**config.mk**
```make
export PLATFORM = sky130hd
export DESIGN_NAME = lbf_front
export DESIGN_NICKNAME = d
export VERILOG_FILES = /design/src/lbf_pkg.sv /design/src/lbf_front.sv
export SDC_FILE = /design/constraint.sdc
export NUM_CORES = 1
export LEC_CHECK = 0
export ABC_AREA = 1
export BUFFER_PORTS_ARGS = -buffer_cell sky130_fd_sc_hd__buf_2
export CAP_MARGIN = 5
export CORE_MARGIN = 2
export CORE_UTILIZATION = 50
export CTS_CLUSTER_DIAMETER = 60
export CTS_CLUSTER_SIZE = 30
export DETAILED_ROUTE_END_ITERATION = 12
export PLACE_DENSITY_LB_ADDON = 0.05
export SLEW_MARGIN = 20
export SYNTH_ARGS = -nofsm -noshare
export SYNTH_HDL_FRONTEND = slang
export SYNTH_SLANG_ARGS = --single-unit
```
**constraint.sdc**
```tcl
create_clock -name clk -period 6.8 [get_ports clk]
set_clock_uncertainty 0.2 [all_clocks]
set_input_delay 1.7 -clock clk [delete_from_list [all_inputs] [get_ports clk]]
set_output_delay 1.7 -clock clk [all_outputs]
set_load 0.01 [all_outputs]
```
**src/lbf_pkg.sv**
```systemverilog
// shared types, constants and codes for the learning bridge forwarder
package lbf_pkg;

    localparam int TABLE_ENTRIES_DEF = 64;
    localparam int PORT_COUNT        = 8;
    localparam logic [7:0] PORT_ALL  = 8'(((1 << PORT_COUNT) - 1) & 8'hFF);
    localparam logic [15:0] MIN_FRAME = 16'd14;
    localparam int GROUP_BIT         = 40;

    localparam logic [47:0] BRIDGE_MAC_RST   = 48'h02B1_6000_0010;
    localparam logic [23:0] AGEING_TICKS_RST = 24'd30000;

    // register indexes
    localparam logic [2:0] REG_BRIDGE_MAC   = 3'd0;
    localparam logic [2:0] REG_BRIDGE_UP    = 3'd1;
    localparam logic [2:0] REG_PORT_PRESENT = 3'd2;
    localparam logic [2:0] REG_PORT_UP      = 3'd3;
    localparam logic [2:0] REG_AGEING       = 3'd4;

    // request types
    localparam logic [1:0] REQ_RX    = 2'd0;
    localparam logic [1:0] REQ_TX    = 2'd1;
    localparam logic [1:0] REQ_TICK  = 2'd2;
    localparam logic [1:0] REQ_FLUSH = 2'd3;

    // status codes
    localparam logic [1:0] ST_DONE     = 2'd0;
    localparam logic [1:0] ST_DROPPED  = 2'd1;
    localparam logic [1:0] ST_FILTERED = 2'd2;
    localparam logic [1:0] ST_NET_DOWN = 2'd3;

    typedef enum logic [2:0] {
        OP_DROP,
        OP_RX,
        OP_TX,
        OP_TICK,
        OP_FLUSH
    } lbf_op_t;

    typedef struct packed {
        logic [1:0]  req_type;
        logic [47:0] dst_mac;
        logic [47:0] src_mac;
        logic [2:0]  in_port;
        logic [15:0] frame_len;
    } lbf_in_t;

    typedef struct packed {
        logic [7:0] forward_mask;
        logic       deliver_up;
        logic       dst_known;
        logic [1:0] status;
    } lbf_out_t;

    typedef struct packed {
        logic [47:0] bridge_mac;
        logic        bridge_up;
        logic [7:0]  port_present_mask;
        logic [7:0]  port_up_mask;
        logic [23:0] ageing_ticks;
    } lbf_cfg_t;

    // classified request passed from front to back
    typedef struct packed {
        lbf_op_t     op;
        logic [47:0] dst_mac;
        logic [47:0] src_mac;
        logic [2:0]  port;
        logic        dst_group;
        logic        dst_own;
        logic        src_learn;
    } lbf_item_t;

    typedef struct packed {
        logic [47:0] mac;
        logic [2:0]  port;
        logic [47:0] stamp;
    } lbf_entry_t;

endpackage

```
**src/lbf_front.sv**
```systemverilog
// front end: accepts requests, classifies them and queues them for the back end
module lbf_front
    import lbf_pkg::*;
(
    input  logic      clk,
    input  logic      rst_n,
    input  lbf_cfg_t  cfg,
    input  logic      in_valid,
    output logic      in_ready,
    input  lbf_in_t   in_data,
    output logic      q_valid,
    input  logic      q_ready,
    output lbf_item_t q_item
);
    lbf_item_t  slot_reg [2];
    logic       wr_ptr_reg, wr_ptr_next;
    logic       rd_ptr_reg, rd_ptr_next;
    logic [1:0] count_reg, count_next;
    lbf_item_t  cls;
    logic       push, pop;
    logic [7:0] pbit;

    always_comb
    begin
        pbit          = 8'(1) << in_data.in_port;
        cls.dst_mac   = in_data.dst_mac;
        cls.src_mac   = in_data.src_mac;
        cls.port      = in_data.in_port;
        cls.dst_group = in_data.dst_mac[GROUP_BIT];
        cls.dst_own   = (in_data.dst_mac == cfg.bridge_mac);
        cls.src_learn = !in_data.src_mac[GROUP_BIT] && (in_data.src_mac != 48'd0);
        case (in_data.req_type)
            REQ_RX:
            begin
                if (in_data.frame_len < MIN_FRAME || !cfg.bridge_up
                    || ((cfg.port_present_mask & PORT_ALL & pbit) == 8'd0))
                    cls.op = OP_DROP;
                else
                    cls.op = OP_RX;
            end
            REQ_TX:   cls.op = OP_TX;
            REQ_TICK: cls.op = OP_TICK;
            default:  cls.op = OP_FLUSH;
        endcase
    end

    assign in_ready = (count_reg != 2'd2);
    assign q_valid  = (count_reg != 2'd0);
    assign q_item   = slot_reg[rd_ptr_reg];
    assign push     = in_valid && in_ready;
    assign pop      = q_valid && q_ready;

    always_comb
    begin
        wr_ptr_next = push ? !wr_ptr_reg : wr_ptr_reg;
        rd_ptr_next = pop ? !rd_ptr_reg : rd_ptr_reg;
        count_next  = count_reg + 2'(push) - 2'(pop);
    end

    always_ff @(posedge clk)
    begin
        if (push)
        begin
            slot_reg[wr_ptr_reg] <= cls;
        end
    end

    always_ff @(posedge clk or negedge rst_n)
    begin
        if (!rst_n)
        begin
            wr_ptr_reg <= 1'b0;
            rd_ptr_reg <= 1'b0;
            count_reg  <= 2'd0;
        end
        else
        begin
            wr_ptr_reg <= wr_ptr_next;
            rd_ptr_reg <= rd_ptr_next;
            count_reg  <= count_next;
        end
    end
endmodule

```
### Word level (Yosys, flattened, before mapping)

Memories as Yosys holds them, arrays and structs flattened.
Cells that the tools add are included.

* $add $sub $neg: 2
* order comparisons: 1
* equality and inequality tests: 4
* shift-type cells: 1
* mux-type cells: 4
* bitwise logic cells: 1
* reductions and logical operators: 13

Operators with widths (number)
* equality test 48 bit: 1
* nonzero test 48 bit: 1
* less-than comparator 16 x 4 -> 1 bit (second input constant): 1
* one-hot mux 3 bit (3 select lines): 1
* AND 8 bit: 1
* zero test 8 bit: 1
* << shifter 1 x 3 -> 8 bit (first input constant): 1
* zero test 1 bit: 4
* logical AND 1 bit: 3
* two-way mux 1 bit: 3
* adder 2 x 1 -> 2 bit: 1
* equality test 2 x 1 -> 1 bit (second input constant): 1
* equality test 2 bit (second input constant): 1
* zero test 2 bit: 1
* logical OR 1 bit: 2
* != test 2 bit (second input constant): 1
* nonzero test 2 bit: 1
* subtractor 2 x 1 -> 2 bit: 1

* flip-flop bits (word level): 4
* RAM bits: 210
* input port bits: 210
* output and inout bits: 107
* memories kept: 1

Memory list
* slot_reg: words 2, width 105, read ports 1, clocked after memory_dff 0, wr ports 1, RTL line lbf_front.sv:15 `lbf_item_t slot_reg [2];`

### Longest topological paths before layout

* word-level depth: 6
* depth in mapped cells: 9
* depth with buffers taken out: 9

### Worst setup path before layout

No wires, ideal clock.

* path type: in2reg
* start: in in_valid
* end: mem slot_reg[1][0] in the netlist's numbering, enable pin
* arrival: 6.145 ns
* required time: 6.031 ns
* setup slack: -0.114 ns
* stages: 2
* path through: nand2_1 -> nor2_1

* cells in the longest elaborated chain, start to end: 3

RTL lines
* start, declared: RTL line lbf_front.sv:8 `input logic in_valid,`
* logical AND 1 bit: RTL line lbf_front.sv:50 `assign push = in_valid && in_ready;`
* two-way mux 1 bit: RTL line lbf_front.sv:62 `if (push)`
* two-way mux 1 bit (not written as such): RTL line lbf_front.sv:64 `slot_reg[wr_ptr_reg] <= cls;`
* end, declared: RTL line lbf_front.sv:15

Every way passes these cells.

==> impl_metrics.csv <==
group,metric,value,unit
finish,multiInputGateArea,0.00219,sq mm
setup_path,crit_path_end_kind,"output pin",
synth,synth_edf_count,208,
setup_path,crit_type,"flip-flop to output pin",
placed_design,dp.cells,1252,
global_routing,met2_usage,33.3,%
setup_path,worstPathRequired,4.90,ns
synth,yosys-top-cells-area,"edfxtp_1 71%, nand2_1 16%, xnor2_1 4.1%, nor2_1 2.2%, dfrtp_1 1.1%",
finish,drive_gt1_share,30.4,%
setup_path,cp.arrival,2.95,ns
finish,syn_to_final_growth,23.8,%
setup_path,reg2reg_from,"count_reg[1]$_DFF_PN0_",
sta,finalSetupViolations,0,
sta,slew_violations,0,
finish,fin_area,0.0109,sq mm
sta,finalCritPeriodShare,71.4,%
setup_path,crit_start,"rd_ptr_reg$_DFFE_PN0P_",
clock_tree,cts_made_buffers,14,
setup_path,rr_endpoint,"slot_reg[1][12]$_DFFE_PP_",
setup_path,ff2ff_setup_slack,4.28,ns
pwr,swShare,35.5,%
synth,synth_fp_nets,976,
synth,synth.yosys.warnings,0,
sta,hold_viol_final,0,
pwr,clkPwrFrac,21.1,%
finish,seqCellArea,0.00635,sq mm
setup_path,critical_path.max_fanout,63,
clock_tree,insertion_delay,0.47,ns
global_routing,grt_pass1_wl,28100,microns
synth,netlist_area,0.00879,sq mm
placed_design,numPortBuffers,283,
global_routing,grt_busiest_layer,"met2",
clock_tree,cts_tree,"built",
drt,drc,0,
drt,detail_route.wl_per_cell,14.5,microns
pwr,powerDensity,383,mW/mm^2
finish,largest_register_ffs,208,
synth,yosysTopAreaCellShare,71.1,%
placed_design,gp_congestion,0.727,
die,ios,317,
global_routing,grt_max_degree,73,
placed_design,placed_cell_area,0.0104,sq mm
sta,worst_slack,1.95,ns
global_routing,grtUsageMet1,24.4,%
die,die_h,137,microns
synth,avgSynthCellArea,11.5,sq um
global_routing,grt_pass1_vias,5556,
drt,drtIter0Drc,333,
worst_hold_path,hold_class,"flip-flop to flip-flop",
pwr,pwr-share-comb,33.9,%
setup_path,endpoint,"q_item[75]",
pwr,p_sw,0.00148,W
synth,yosysTopAreaCell,"edfxtp_1",
drt,postRouteAntennaNets,0,
clock_tree,cts.repair.resized,0,
setup_path,r2r_cells,4,
global_routing,antenna_found_initial,3,
global_routing,track_usage,19.6,%
global_routing,use_met3,5.33,%
synth,syn_inst,762,
placed_design,place_ws,2.37,ns
pwr,p_leak,4.81,nW
drt,drt_wl_total,18500,microns
sta,fin_crit,4.85,ns
finish,fin_cells,1278,
sta,relSlewSlack,36.6,%
synth,synth_common_cells,"375 x nand2_1, 208 x edfxtp_1, 52 x nor2_1, 41 x xnor2_1, 26 x inv_1",
clock_tree,postCtsHoldBufs,0,
sta,fmax,206,MHz
clock_tree,postCtsSetupBuffers,0,
pwr,p_seq_share,44.9,%
finish,fillerInstances,1413,
setup_path,cp-start-kind,"flip-flop",
status,status,"completed",
drt,via_per_inst,4.71,
synth,ys_ff_latch,212,
clock_tree,clockRootBuffer,"clkbuf_16",
die,dieArea,0.0187,sq mm
pwr,p_int,0.00268,W
clock_tree,htreeDepth,1,
clock_tree,cts.sinks,212,
synth,yosysSeqAreaShare,72.2,%
die,die_x,137,microns
global_routing,gr-total-overflow,0,
clock_tree,clockBufferDepth,3,
synth,synth.most_common_cell,"nand2_1",
die,initial_core_util,51.0,%
clock_tree,path_clk_slew,0.09,ns
synth,ys.flop_type,"edfxtp_1",
flow_run,maxCapViolations,0,
drt,dr.pass1.iters,4,
sta,worst_slew_pin_slew,0.952,ns
finish,final_nets,1257,
sta,setup_tns,0,ns
die,placementRows,48,
synth,async_reset_ff_share,1.89,%
placed_design,dp_hpwl,12600,microns
pwr,peakVddDrop,0.209,mV
drt,via_count,6022,
sta,rsz0062_at_grt,"false",
die,fp.coreArea,0.0172,sq mm
finish,final_util,63.1,%
synth,yosysUniqueCellTypes,22,
==> routing by layer <==
layer	vias to the layer above	part of all wire (%)	wire, microns
li1	3065	-	-
met1	2734	39	7320
met2	186	49	9130
met3	35	8.3	1540
met4	2	2.8	522
met5	-	0.049	9
==> kinds of logic after synthesis <==
logic type / after synthesis / share of synthesized area [%]
AO/OA/AOI/OAI: 4 / 0.299
XOR/XNOR: 42 / 4.19
flip-flops: 212 / 72.2
buffers and inverters: 51 / 3.05
adder cells (fa/ha/maj): 4 / 0.569
AND/OR/NAND/NOR: 449 / 19.7
==> worst max-delay path, stage by stage, from the launching register on <==
cell and delay (ns):
dfrtp_4 0.67, clkinv_2 0.82, buf_4 0.61, nand2_1 0.11, nand2_1 0.07, buf_2 0.14
==> placed cells by master (no fill, tap or decap), drive strengths merged <==
cell type and n:
nand4 9, diode 2, edfxtp 208, a21boi 1
clkinv 1, a21oi 3, ha 4, nor2 52
nor3 1, clkinvlp 4, clkbuf 15, dfrtp 4
nand3b 1, inv 31, xor2 1, xnor2 41
and3 2, nand2 375, buf 289, nand3 8
or2 1
==> power groups by stage <==
stage               logic, W  clock network, W  registers (W)
finish               0.00141          0.000879        0.00187
global route         0.00159          0.000955        0.00190
CTS                  0.00145          0.000901        0.00187
detailed placement   0.00144                 0        0.00190
global placement     0.00142                 0        0.00190
floorplan           0.000880                 0        0.00189
==> per-stage QoR <==
stage               power (W)  hold WS (ns)
global route          0.00444         0.368
finish                0.00416         0.331
detailed placement    0.00335         0.329
CTS                   0.00422         0.346
global placement      0.00332         0.317
floorplan             0.00277         0.292
==> worst min-delay path by stage <==
stage / start / end / slack [ns] / depth (start not counted)
3_5_place_dp: count_reg[0]$_DFF_PN0_ / count_reg[0]$_DFF_PN0_ / 0.33 / 1
6_report: count_reg[0]$_DFF_PN0_ / count_reg[0]$_DFF_PN0_ / 0.33 / 1
2_1_floorplan: count_reg[0]$_DFF_PN0_ / count_reg[0]$_DFF_PN0_ / 0.29 / 1
4_1_cts: count_reg[0]$_DFF_PN0_ / count_reg[0]$_DFF_PN0_ / 0.35 / 1
5_1_grt: count_reg[0]$_DFF_PN0_ / count_reg[0]$_DFF_PN0_ / 0.37 / 1
3_3_place_gp: count_reg[0]$_DFF_PN0_ / count_reg[0]$_DFF_PN0_ / 0.32 / 1
==> final cells by class <==
cell class / count / share of cell area, %
antenna: 2 / 0.0460
multi-input combinational: 499 / 20.1
sequential: 212 / 58.3
tap: 225 / 2.59
clock buffer: 15 / 3.45
timing repair buffer: 289 / 13.7
inverter: 27 / 0.943
clock inverter: 9 / 0.862
No activity file was read; power rests on OpenSTA's default activity.
